<file path="src/rtl/core/b64d_pkg.sv">
`timescale 1ns / 1ps
// ----------------------------------------------------------------------------
// b64d_pkg: shared types and constants of the base64 stream decoder
// Holds the status codes, the character classes, the command word that the
// front end hands to the back end, and the character classifier.
// ----------------------------------------------------------------------------
package b64d_pkg;

    // Result status codes.
    localparam logic [1:0] ST_DATA  = 2'd0;
    localparam logic [1:0] ST_END   = 2'd1;
    localparam logic [1:0] ST_BAD   = 2'd2;
    localparam logic [1:0] ST_TRUNC = 2'd3;

    // Default depth of the command queue between front and back end.
    localparam int CMD_DEPTH = 4;

    // Offsets of the alphabet ranges in six-bit value space.
    localparam logic [7:0] LOWER_BASE = 8'd26;
    localparam logic [7:0] DIGIT_BASE = 8'd52;
    localparam logic [5:0] PLUS_VAL   = 6'd62;
    localparam logic [5:0] SLASH_VAL  = 6'd63;

    typedef enum logic [1:0] {
        CC_ALPHA,
        CC_PAD,
        CC_SPACE,
        CC_BAD
    } t_char_class;

    typedef struct packed {
        t_char_class cls;
        logic [5:0]  val;
    } t_char_info;

    // One command for the back end: a single status beat, or a decoded group
    // whose bytes go out most significant first, up to index last_idx.
    typedef struct packed {
        logic [1:0]  status;
        logic [1:0]  last_idx;
        logic [23:0] word;
    } t_cmd;

    // Maps a character byte to its class and six-bit value. A pad reads as 0.
    function automatic t_char_info classify(input logic [7:0] c);
        t_char_info info;
        logic [7:0] off;
        info.cls = CC_BAD;
        info.val = 6'd0;
        off      = 8'd0;
        if (c >= "A" && c <= "Z") begin
            off      = c - 8'd65;
            info.cls = CC_ALPHA;
            info.val = off[5:0];
        end else if (c >= "a" && c <= "z") begin
            off      = c - 8'd97 + LOWER_BASE;
            info.cls = CC_ALPHA;
            info.val = off[5:0];
        end else if (c >= "0" && c <= "9") begin
            off      = c - 8'd48 + DIGIT_BASE;
            info.cls = CC_ALPHA;
            info.val = off[5:0];
        end else if (c == "+") begin
            info.cls = CC_ALPHA;
            info.val = PLUS_VAL;
        end else if (c == "/") begin
            info.cls = CC_ALPHA;
            info.val = SLASH_VAL;
        end else if (c == "=") begin
            info.cls = CC_PAD;
        end else if (c == 8'h20 || c == 8'h09 || c == 8'h0C || c == 8'h0B ||
                     c == 8'h0A || c == 8'h0D) begin
            info.cls = CC_SPACE;
        end
        return info;
    endfunction

endpackage

</file>
<file path="src/rtl/core/b64d_front.sv">
`timescale 1ns / 1ps
// ----------------------------------------------------------------------------
// b64d_front: character classifier and group assembler
// Classifies each accepted character, collects four-character groups and
// issues one command per beat that causes results.
// ----------------------------------------------------------------------------
module b64d_front (
    input  logic           i_clk,
    input  logic           i_rst_n,
    input  logic           i_accept,
    input  logic [7:0]     i_char_in,
    input  logic           i_is_end,
    output logic           o_cmd_valid,
    output b64d_pkg::t_cmd o_cmd
);

    logic [1:0] r_group_count, n_group_count;
    logic [5:0] r_held [3];
    logic [5:0] n_held [3];
    logic       r_third_pad, n_third_pad;

    b64d_pkg::t_char_info info;

    assign info = b64d_pkg::classify(i_char_in);

    // Decide the command and the next group state for the current beat.
    always_comb begin
        n_group_count = r_group_count;
        n_held        = r_held;
        n_third_pad   = r_third_pad;
        o_cmd_valid   = 1'b0;
        o_cmd.status  = b64d_pkg::ST_DATA;
        o_cmd.last_idx = 2'd0;
        o_cmd.word    = 24'd0;
        if (i_accept) begin
            priority if (i_is_end) begin
                o_cmd_valid  = 1'b1;
                o_cmd.status = (r_group_count != 2'd0) ? b64d_pkg::ST_TRUNC
                                                       : b64d_pkg::ST_END;
                n_group_count = 2'd0;
                n_held        = '{default: 6'd0};
                n_third_pad   = 1'b0;
            end else if (info.cls == b64d_pkg::CC_SPACE) begin
                // Whitespace leaves everything as it is.
            end else if (info.cls == b64d_pkg::CC_BAD ||
                         (info.cls == b64d_pkg::CC_PAD && r_group_count < 2'd2)) begin
                o_cmd_valid   = 1'b1;
                o_cmd.status  = b64d_pkg::ST_BAD;
                n_group_count = 2'd0;
                n_held        = '{default: 6'd0};
                n_third_pad   = 1'b0;
            end else if (r_group_count != 2'd3) begin
                n_held[r_group_count] = info.val;
                if (info.cls == b64d_pkg::CC_PAD && r_group_count == 2'd2) begin
                    n_third_pad = 1'b1;
                end
                n_group_count = r_group_count + 2'd1;
            end else begin
                // Fourth character: bytes past the group's length are never
                // sent, so the packed word needs no masking.
                o_cmd_valid = 1'b1;
                o_cmd.word  = {r_held[0], r_held[1], r_held[2], info.val};
                if (r_third_pad) begin
                    o_cmd.last_idx = 2'd0;
                end else if (info.cls == b64d_pkg::CC_PAD) begin
                    o_cmd.last_idx = 2'd1;
                end else begin
                    o_cmd.last_idx = 2'd2;
                end
                n_group_count = 2'd0;
                n_held        = '{default: 6'd0};
                n_third_pad   = 1'b0;
            end
        end
    end

    // Group state registers.
    always_ff @(posedge i_clk) begin
        if (!i_rst_n) begin
            r_group_count <= 2'd0;
            r_held        <= '{default: 6'd0};
            r_third_pad   <= 1'b0;
        end else begin
            r_group_count <= n_group_count;
            r_held        <= n_held;
            r_third_pad   <= n_third_pad;
        end
    end

endmodule

</file>
<file path="src/rtl/core/b64d_cmd_fifo.sv">
`timescale 1ns / 1ps
// ----------------------------------------------------------------------------
// b64d_cmd_fifo: command queue between front and back end
// A small register queue; the head entry is visible while it is not empty.
// ----------------------------------------------------------------------------
module b64d_cmd_fifo #(
    parameter int DEPTH = b64d_pkg::CMD_DEPTH
) (
    input  logic           i_clk,
    input  logic           i_rst_n,
    input  logic           i_wr,
    input  b64d_pkg::t_cmd i_wr_cmd,
    input  logic           i_rd,
    output logic           o_full,
    output logic           o_empty,
    output b64d_pkg::t_cmd o_head
);

    localparam int PTR_W = (DEPTH > 1) ? $clog2(DEPTH) : 1;
    localparam int CNT_W = $clog2(DEPTH + 1);
    localparam logic [PTR_W-1:0] PTR_LAST = PTR_W'(DEPTH - 1);
    localparam logic [PTR_W-1:0] PTR_ONE  = PTR_W'(1);
    localparam logic [CNT_W-1:0] CNT_FULL = CNT_W'(DEPTH);
    localparam logic [CNT_W-1:0] CNT_ONE  = CNT_W'(1);

    b64d_pkg::t_cmd   r_mem [DEPTH];
    logic [PTR_W-1:0] r_wr_ptr, r_rd_ptr;
    logic [CNT_W-1:0] r_count;
    logic             wr_en, rd_en;

    assign o_full  = (r_count == CNT_FULL);
    assign o_empty = (r_count == '0);
    assign wr_en   = i_wr && !o_full;
    assign rd_en   = i_rd && !o_empty;
    assign o_head  = r_mem[r_rd_ptr];

    // Entry storage.
    always_ff @(posedge i_clk) begin
        if (wr_en) begin
            r_mem[r_wr_ptr] <= i_wr_cmd;
        end
    end

    // Pointers and fill count.
    always_ff @(posedge i_clk) begin
        if (!i_rst_n) begin
            r_wr_ptr <= '0;
            r_rd_ptr <= '0;
            r_count  <= '0;
        end else begin
            if (wr_en) begin
                r_wr_ptr <= (r_wr_ptr == PTR_LAST) ? '0 : r_wr_ptr + PTR_ONE;
            end
            if (rd_en) begin
                r_rd_ptr <= (r_rd_ptr == PTR_LAST) ? '0 : r_rd_ptr + PTR_ONE;
            end
            if (wr_en && !rd_en) begin
                r_count <= r_count + CNT_ONE;
            end else if (rd_en && !wr_en) begin
                r_count <= r_count - CNT_ONE;
            end
        end
    end

endmodule

</file>
<file path="src/rtl/core/b64d_back.sv">
`timescale 1ns / 1ps
// ----------------------------------------------------------------------------
// b64d_back: result sequencer
// Holds one command and sends its result beats one per pop, loading the next
// command from the queue as the last beat leaves.
// ----------------------------------------------------------------------------
module b64d_back (
    input  logic           i_clk,
    input  logic           i_rst_n,
    input  logic           i_head_valid,
    input  b64d_pkg::t_cmd i_head,
    output logic           o_head_pop,
    input  logic           pop,
    output logic           empty,
    output logic [7:0]     o_byte_out,
    output logic [1:0]     o_status,
    output logic           o_last
);

    logic           r_valid;
    logic [1:0]     r_idx;
    b64d_pkg::t_cmd r_cmd;
    logic           beat_done, finish, load;
    logic [7:0]     sel_byte;

    assign beat_done  = pop && r_valid;
    assign finish     = beat_done && (r_idx == r_cmd.last_idx);
    assign load       = !r_valid || finish;
    assign o_head_pop = load && i_head_valid;

    // Pick the byte of the group for the current beat.
    always_comb begin
        unique case (r_idx)
            2'd0:    sel_byte = r_cmd.word[23:16];
            2'd1:    sel_byte = r_cmd.word[15:8];
            default: sel_byte = r_cmd.word[7:0];
        endcase
    end

    assign empty      = !r_valid;
    assign o_status   = r_cmd.status;
    assign o_byte_out = (r_cmd.status == b64d_pkg::ST_DATA) ? sel_byte : 8'd0;
    assign o_last     = (r_idx == r_cmd.last_idx);

    // Control state.
    always_ff @(posedge i_clk) begin
        if (!i_rst_n) begin
            r_valid <= 1'b0;
            r_idx   <= 2'd0;
        end else if (load) begin
            r_valid <= i_head_valid;
            r_idx   <= 2'd0;
        end else if (beat_done) begin
            r_idx   <= r_idx + 2'd1;
        end
    end

    // Command payload.
    always_ff @(posedge i_clk) begin
        if (load && i_head_valid) begin
            r_cmd <= i_head;
        end
    end

    // The beat index never runs past the command's last beat.
    a_idx_bound: assert property (@(posedge i_clk) disable iff (!i_rst_n)
        r_valid |-> (r_idx <= r_cmd.last_idx))
        else $error("beat index past last beat");

    // Status commands are exactly one beat long.
    a_status_single: assert property (@(posedge i_clk) disable iff (!i_rst_n)
        (r_valid && r_cmd.status != b64d_pkg::ST_DATA) |-> (r_cmd.last_idx == 2'd0))
        else $error("status command longer than one beat");

    // Taking the last beat with nothing queued leaves the output empty.
    a_drain_empty: assert property (@(posedge i_clk) disable iff (!i_rst_n)
        (pop && !empty && o_last && !i_head_valid) |=> empty)
        else $error("output not empty after draining");

    // A stalled beat keeps its index.
    a_hold_idx: assert property (@(posedge i_clk) disable iff (!i_rst_n)
        (r_valid && !pop) |=> $stable(r_idx))
        else $error("beat index moved without pop");

endmodule

</file>
<file path="src/rtl/core/base64_stream_decoder.sv">
// Path: an accepted beat's command is written into the command queue, then
// loaded into the back end's command register when the back end is free.
// Throughput: one character per cycle while not full; a group's bytes leave
// one per cycle on pop from the command register, buffered by the command queue.
// Reset: synchronous, active low; clears the group state, queue pointers and
// output valid. No clearing pass is needed.
`timescale 1ns / 1ps
// ----------------------------------------------------------------------------
// base64_stream_decoder: base64 text to byte stream decoder
// Front end classifies characters and assembles groups, a command queue
// decouples it from the back end that sends the result beats.
// ----------------------------------------------------------------------------
module base64_stream_decoder #(
    parameter int CMD_DEPTH = b64d_pkg::CMD_DEPTH
) (
    input  logic       i_clk,
    input  logic       i_rst_n,
    input  logic       push,
    output logic       full,
    input  logic [7:0] i_char_in,
    input  logic       i_is_end,
    output logic       empty,
    input  logic       pop,
    output logic [7:0] o_byte_out,
    output logic [1:0] o_status,
    output logic       o_last
);

    logic           accept;
    logic           cmd_valid;
    b64d_pkg::t_cmd cmd;
    logic           q_empty;
    b64d_pkg::t_cmd q_head;
    logic           q_pop;

    assign accept = push && !full;

    // Front end: classification and group assembly.
    b64d_front u_front (
        .i_clk       (i_clk),
        .i_rst_n     (i_rst_n),
        .i_accept    (accept),
        .i_char_in   (i_char_in),
        .i_is_end    (i_is_end),
        .o_cmd_valid (cmd_valid),
        .o_cmd       (cmd)
    );

    // Command queue between the two halves.
    b64d_cmd_fifo #(
        .DEPTH (CMD_DEPTH)
    ) u_fifo (
        .i_clk    (i_clk),
        .i_rst_n  (i_rst_n),
        .i_wr     (cmd_valid),
        .i_wr_cmd (cmd),
        .i_rd     (q_pop),
        .o_full   (full),
        .o_empty  (q_empty),
        .o_head   (q_head)
    );

    // Back end: result beats.
    b64d_back u_back (
        .i_clk        (i_clk),
        .i_rst_n      (i_rst_n),
        .i_head_valid (!q_empty),
        .i_head       (q_head),
        .o_head_pop   (q_pop),
        .pop          (pop),
        .empty        (empty),
        .o_byte_out   (o_byte_out),
        .o_status     (o_status),
        .o_last       (o_last)
    );

endmodule

</file>
<file path="config.mk">
export PLATFORM = sky130hd
export DESIGN_NAME = base64_stream_decoder
export DESIGN_NICKNAME = d
export VERILOG_FILES = /design/src/rtl/core/b64d_pkg.sv /design/src/rtl/core/b64d_front.sv /design/src/rtl/core/b64d_cmd_fifo.sv /design/src/rtl/core/b64d_back.sv /design/src/rtl/core/base64_stream_decoder.sv
export SDC_FILE = /design/constraint.sdc
export NUM_CORES = 1
export LEC_CHECK = 0
export ABC_CLOCK_PERIOD_IN_PS = 9250
export BUFFER_PORTS_ARGS = -buffer_cell sky130_fd_sc_hd__buf_4
export CAP_MARGIN = 20
export CORE_MARGIN = 1.5
export CORE_UTILIZATION = 55
export CTS_BUF_LIST = sky130_fd_sc_hd__clkbuf_4 sky130_fd_sc_hd__clkbuf_8
export DETAILED_ROUTE_END_ITERATION = 8
export PLACE_DENSITY_LB_ADDON = 0.05
export SYNTH_ARGS = -nofsm -noshare
export SYNTH_HDL_FRONTEND = slang
export SYNTH_HIERARCHICAL = 1
export SYNTH_SLANG_ARGS = --single-unit
</file>
<file path="constraint.sdc">
create_clock -name i_clk -period 9.25 [get_ports i_clk]
set_input_delay 0.925 -clock i_clk [delete_from_list [all_inputs] [get_ports i_clk]]
set_output_delay 0.925 -clock i_clk [all_outputs]
set_load 0.05 [all_outputs]
</file>
==> summary.md, run 1 <==
| Metric | Value |
|---|---|
| Initial Utilization | `0.570` |
| Hold-fix buffers, CTS | `0` |
| Layout Skew | `13.3 ps` |
| Commonest non-fill, non-tap cell in the layout | `edfxtp_1` |
| Status | `finished, final reports clean` |
| Register clock-pin slew on the reported worst setup and hold paths | `roughly 80 ps` |
| FFs w/ async S/R, synth | `0` |
| Final setup violation count | `0` |
| Cell Chain, Critical Path | `buf_4, inv_1, ha_1, a21bo_1, o211a_1, a32oi_4, nand4_2, a21oi_1, nor2b_1, ha_1, inv_1, fa_1, xor2_1, or3_1, a21boi_0` |
| DRT Pass-1 Iters | `5` |
| RSZ-0062 raised after global routing | `false` |
| Post-CTS setup buffers | `0` |
| Fmax | `237 MHz` |
| Worst-margin pin slew | `around 1000 ps` |
| CP Launch Type | `primary input` |
| Max cap viols | `0` |
| Synthesized area per cell | `15.7 um^2` |
| Tot GR Track Use | `0.216` |
| Iter 0 DRT Violations | `384` |
| Share of cells above drive strength 1 | `0.191` |
| Die area | `14500 um^2` |
| Tmin final | `between 4000 and 5000 ps` |
| Post-Route WL | `14500 um` |
| Skew-Pair Late Insertion Delay | `around 450 ps` |
| Worst-case clock buffer depth | `2` |
| Resize count post-CTS | `0` |
| Sequential area share after synthesis | `0.640` |
| Yosys reg bits | `~170` |
| EDFF count, synth | `140` |
| IO Pins | `26` |
| Total global routing overflow | `0` |
| Synth unique cells | `79` |
| Peak VDD IR | `0.000292 V` |
| Core Area | `13300 um^2` |
| Lkg Pwr | `2.94 nW` |
| Sink Count | `around 170` |
| Slew Viols, Final | `0` |
| Die height | `between 100 and 150 um` |
| Row count | `42` |
| CP max stage cell | `nor2b_1` |
| Largest net degree at the start of global routing | `29` |
| Min-delay worst type | `register to register` |
| CTS Buf Count | `17` |
| Most used flip-flop cell after synthesis | `edfxtp_1` |
| Routed vias | `4230` |
| Synthesized instance count | `485` |
| Commonest non-fill, non-tap cells in the layout | `edfxtp_1, dfxtp_1, buf_4` |
| Routed Antenna Nets | `0` |
| CTS tree | `built` |
| Setup TNS | `0 ps` |
| Crit-path max FO | `9` |
| WL per Instance | `around 20 um` |
| P per Cell Area | `261 nW/um^2` |
| Endpoints failing hold | `0` |
| RePlAce Congestion | `0.858` |
| Setup crit end kind | `register` |
| Die Width | `121 um` |
| Worst EP required | `around 9600 ps` |
| Area delta synth->final | `9.57%` |
| Vias in the first global route | `4142` |
| Final Power | `approximately 0.0022 W` |
| Syn Nets | `521` |
| IO Port Bufs | `25` |
| H-tree depth | `4` |
| Worst slew margin | `0.303` |
| CP arrival | `4600 ps` |
| Post-Syn Area | `7610 um^2` |
| YS warnings | `6` |
| Critical path class | `primary input to register` |
| Period Utilization, post-route | `0.456` |
| DR DRC count | `0` |
| Global-route wire length before repair | `23000 um` |
| Antenna violations before repair | `0` |
| Detailed-route vias per instance | `6.01` |
| DP HPWL | `around 9700 um` |
| Critical path's largest stage delay | `460 ps` |
| CTS root buffer | `clkbuf_8` |
| # diodes | `0` |
| Final net count | `approximately 550` |
==> worst max-delay path: cells and delay by family <==
kind	cells	cell delay [ps]
AO/OA/AOI/OAI	5	1160
AND/OR/NAND/NOR	3	990
adder cells (fa/ha/maj)	3	940
buffers and inverters	3	410
XOR/XNOR	1	150
==> per-stage QoR <==
stage	area, um^2	hold slack [ps]	cells	util	setup slack (ps)
4_1_cts	8310	469	703	0.622	5030
5_1_grt	8330	496	704	0.624	4730
3_3_place_gp	7930	442	671	0.594	4720
3_5_place_dp	7930	443	671	0.594	4550
6_report	8330	470	704	0.624	5030
2_1_floorplan	7610	424	485	-	4380
==> registers in the layout (all words and copies together) (netlist names), named ones only <==
name                   cells
u_front/r_held            18
u_fifo/r_rd_ptr            2
u_back/o_status            2
u_back/r_cmd              26
u_fifo/r_wr_ptr            2
u_fifo/r_count             3
u_front/r_third_pad        1
u_back/r_valid             1
u_fifo/r_mem             112
u_back/r_idx               2
u_front/r_group_count      2
==> worst paths after layout <==
kind	start	to	slack (ps)	depth (start not counted)
worst min register to register	u_front/r_held[13]	u_front/r_held[13]	470	1
worst max-delay path	i_char_in[1]	u_fifo/r_count[2]	5030	15
worst min-delay path	u_front/r_held[13]	u_front/r_held[13]	470	1
worst max register to register	u_front/r_group_count[1]	u_fifo/r_count[2]	5930	10
==> cell families after synthesis <==
family / Yosys count / share of synthesized area
XOR/XNOR: 6 / 0.00691
AO/OA/AOI/OAI: 91 / 0.0992
buffers and inverters: 38 / 0.0275
AND/OR/NAND/NOR: 121 / 0.0944
flip-flops: 173 / 0.640
multiplexers: 33 / 0.0936
adder cells (fa/ha/maj): 23 / 0.0388
==> final cells by class <==
class,count,area [um^2]
Fill cell,1025,5010
Sequential cell,173,4870
Clock buffer,17,234
Multi-Input combinational cell,274,2550
Clock inverter,15,144
Timing Repair Buffer,30,245
Tap cell,176,220
Inverter,19,71.3
==> Yosys cell counts (all sizes together), types with 2 or more instances <==
cell type,number,share of area
and4,3,0.0035
o31ai,2,0.0020
a22oi,9,0.0095
nor3,4,0.0026
inv,19,0.0094
o2bb2ai,9,0.010
nand4,6,0.0077
dfxtp,33,0.087
a311oi,2,0.0046
nand3,7,0.0046
edfxtp,140,0.55
a21o,2,0.0020
o211ai,3,0.0030
buf,15,0.016
clkbuf,4,0.0021
xor2,4,0.0046
a211oi,2,0.0020
ha,22,0.036
nor3b,5,0.0056
nand2,28,0.014
nor2b,10,0.0092
mux4,28,0.087
a22o,11,0.013
and2,12,0.0099
or3,2,0.0016
mux2i,4,0.0053
a31oi,2,0.0016
o21ai,12,0.0084
a21oi,15,0.0099
o32ai,3,0.0044
nand2b,2,0.0016
nor2,13,0.0074
a32oi,2,0.0048
a32o,2,0.0030
and3,21,0.017
xnor2,2,0.0023
a21boi,3,0.0030
==> routing by layer <==
| layer | share of wire | track usage |
|---|---|---|
| met1 | 0.45 | 0.296 |
| met2 | 0.50 | 0.352 |
| met4 | 0.0090 | 0.0596 |
| met5 | 0 | 0 |
| met3 | 0.040 | 0.0481 |
==> report_power, final <==
group | switching, W | internal [W] | leakage (nW)
Sequential | 0.0000633 | 0.00103 | 1.57
Clock | 0.000264 | 0.000239 | 0.192
Combinational | 0.000358 | 0.000218 | 1.17
Note: power is estimated with default switching activity, not from simulation.
==> run 2, diff against run 1 <==
- ABC_CLOCK_PERIOD_IN_PS: 9250 -> 3900
- clock period: 9.25 -> 3.9 ns (I/O delays scaled with it)
==> run 2 against run 1 <==
  * First-iteration DRC count fell by 4.4%
  * Final cell count up 1.4%
  * Global-route usage up 0.45 points
  * Non-clock buffer count increased by 10
  * Combinational power up 140%
  * Worst setup slack worse by 4400 ps
  * Worst hold slack worse by 310 ps
  * Count of clock-buffer cells in the layout is the same
  * Total power grew 150%
  * Critical path type unchanged
==> summary.md, run 2 (synthesis results as in run 1) <==
| Metric | Value |
|---|---|
| Final Cell Area | `8470 um^2 (+1.6%)` |
| IO Pins | `26 (unchanged)` |
| Die height | `121 um (unchanged)` |
| Filler instances | `1022 (-0.29%)` |
| Slew Viols, Final | `0 (unchanged)` |
| Min-delay worst type | `primary input to register` |
| Setup crit end kind | `register` |
| Final WS setup | `671 ps (-4360 ps)` |
| Total net switching power | `0.00167 W (+140%)` |
| Commonest non-fill, non-tap cells in the layout | `edfxtp_1, buf_4, dfxtp_1` |
| Max reg flops | `112 (unchanged)` |
| Combinational Power Share | `0.261 (-0.004)` |
| Worst EP required | `4280 ps (-5350 ps)` |
| CTS root buffer | `clkbuf_8` |
| DP HPWL | `9820 um (+1.1%)` |
| Dpl ws | `200 ps (-4350 ps)` |
| Row count | `42 (unchanged)` |
| Post-place instance area | `8000 um^2 (+0.93%)` |
| Iter 0 DRT Violations | `367 (-4.4%)` |
| # diodes | `0 (unchanged)` |
| Post-Route WL | `14700 um (+1.3%)` |
| Hold-fix buffers, CTS | `0 (unchanged)` |
| Routed vias | `4278 (+1.1%)` |
| DR DRC count | `0 (unchanged)` |
| Final net count | `561 (+1.8%)` |
| H-tree depth | `4 (unchanged)` |
| Critical path class | `primary input to register` |
| Lkg Pwr | `3.01 nW (+2.4%)` |
| Share of cells above drive strength 1 | `0.212 (+0.0206)` |
| Tot GR Track Use | `0.220 (+0.00451)` |
| Post-CTS setup buffers | `0 (unchanged)` |
| Core Area | `13300 um^2 (unchanged)` |
| P per Cell Area | `632 nW/um^2 (+140%)` |
| Routed Antenna Nets | `0 (unchanged)` |
| Hold WS | `164 ps (-306 ps)` |
| Period Utilization, post-route | `0.828` |
| Layout Skew | `11.4 ps (-1.88 ps)` |
| Biggest regs | `u_fifo/r_mem x112, u_back/r_cmd x26, u_front/r_held x18` |
| Final setup violation count | `0 (unchanged)` |
| CTS tree | `built` |
| Skew-Pair Late Insertion Delay | `460 ps (about the same)` |
| Tmin final | `approximately 3200 ps` |
| Post-layout util | `0.635 (+0.0101)` |
| Total global routing overflow | `0 (unchanged)` |
| Worst slew margin | `0.477 (+0.174)` |
| RSZ-0062 raised after global routing | `false` |
| Endpoints failing hold | `0 (unchanged)` |
| Worst-margin pin slew | `784 ps (-261 ps)` |
| Seq. cell area | `4870 um^2 (about the same)` |
| Biggest register | `u_fifo/r_mem` |
| Peak VDD IR | `0.000452 V (+55%)` |
| Setup TNS | `0 ps (unchanged)` |
| Commonest non-fill, non-tap cell in the layout | `edfxtp_1` |
| Worst-case clock buffer depth | `2 (unchanged)` |
| Detailed-route vias per instance | `5.99 (-0.28%)` |
| Antenna violations before repair | `0 (unchanged)` |
| WL per Instance | `20.6 um (about the same)` |
| CP Launch Type | `primary input` |
| Area delta synth->final | `11.4%` |
| Crit-path max FO | `9 (unchanged)` |
| Internal power | `0.00369 W (+150%)` |
| CP arrival | `3610 ps (-990 ps)` |
| Fmax | `310 MHz` |
| DRT Pass-1 Iters | `6 (+1)` |
| Sink Count | `173 (unchanged)` |
| Sequential power share | `0.486 (-0.017)` |
| Vias in the first global route | `4302 (+3.9%)` |
| Resize count post-CTS | `0 (unchanged)` |
| Status | `finished, final reports clean` |
| CTS Buf Count | `17 (unchanged)` |
| Die Width | `121 um (unchanged)` |
| Net Sw Frac | `0.312 (-0.00355)` |
| Global-route wire length before repair | `23700 um (+3.0%)` |
| IO Port Bufs | `25 (unchanged)` |
| RePlAce Congestion | `0.796 (-7.2%)` |
| Clock share of power | `0.253 (+0.021)` |
| Register clock-pin slew on the reported worst setup and hold paths | `90 ps (about the same)` |
| Footprint of the multi-input gates | `2550 um^2 (about the same)` |
| Initial Utilization | `0.570 (unchanged)` |
| Max cap viols | `0 (unchanged)` |
| Die area | `14500 um^2 (unchanged)` |
| Largest net degree at the start of global routing | `29 (unchanged)` |
-- run 2: cell count changes in the layout (fill, tap and decap cells not counted), sizes merged --
| cell | before | now |
|---|---|---|
| clkinvlp | 1 | 2 |
| bufinv | 2 | 4 |
| clkinv | 8 | 5 |
| buf | 30 | 40 |
-- run 2: worst paths after layout --
| path | cells past startpoint | end | startpoint | slack, ps |
|---|---|---|---|---|
| worst max-delay path | 15 | u_fifo/r_count[2] | i_char_in[1] | 670 |
| worst min-delay path | 2 | u_back/r_valid | pop | 160 |
| worst max register to register | 11 | u_fifo/r_count[2] | u_fifo/r_count[1] | 1220 |
| worst min register to register | 1 | u_front/r_held[8] | u_front/r_held[8] | 470 |
-- run 2: cell type report --
class,count,area share
clock inverter,15,0.0251
clock buffer,17,0.0276
inverter,19,0.00842
multi-input combinational,274,0.301
tap,176,0.0260
sequential,173,0.575
timing repair buffer,40,0.0369
-- run 2: power by group through the flow --
stage	clock network (W)	logic (W)	registers (W)
5_1_grt	0.00146	0.00151	0.00264
2_1_floorplan	0	0.00106	0.00257
4_1_cts	0.00139	0.00134	0.00267
6_report	0.00136	0.00140	0.00260
3_5_place_dp	0	0.00133	0.00271
3_3_place_gp	0	0.00131	0.00269
-- run 2: per-stage QoR --
| step | std cells | total power [W] |
|---|---|---|
| 6_report | 714 | 0.00536 |
| 5_1_grt | 714 | 0.00560 |
| 3_3_place_gp | 681 | 0.00400 |
| 4_1_cts | 713 | 0.00539 |
| 3_5_place_dp | 681 | 0.00404 |
| 2_1_floorplan | 485 | 0.00364 |
-- run 2: metal layers --
layer  vias up  part of all wire  GRT usage
li1       2005                 -          -
met1      2159              0.45      0.300
met2        97              0.49      0.359
met3        17             0.043     0.0453
met4         0             0.011     0.0721
met5         -                 0          0
-- run 2: worst max-delay path: stages --
cell and delay [ps]:
buf_4 130, inv_1 210, ha_1 300, a21bo_1 240
o211a_1 240, a32oi_4 230, nand4_2 200, a21oi_1 200
nor2b_1 200, ha_1 210, inv_1 60, fa_1 370
xor2_1 160, or3_1 290, a21boi_0 180
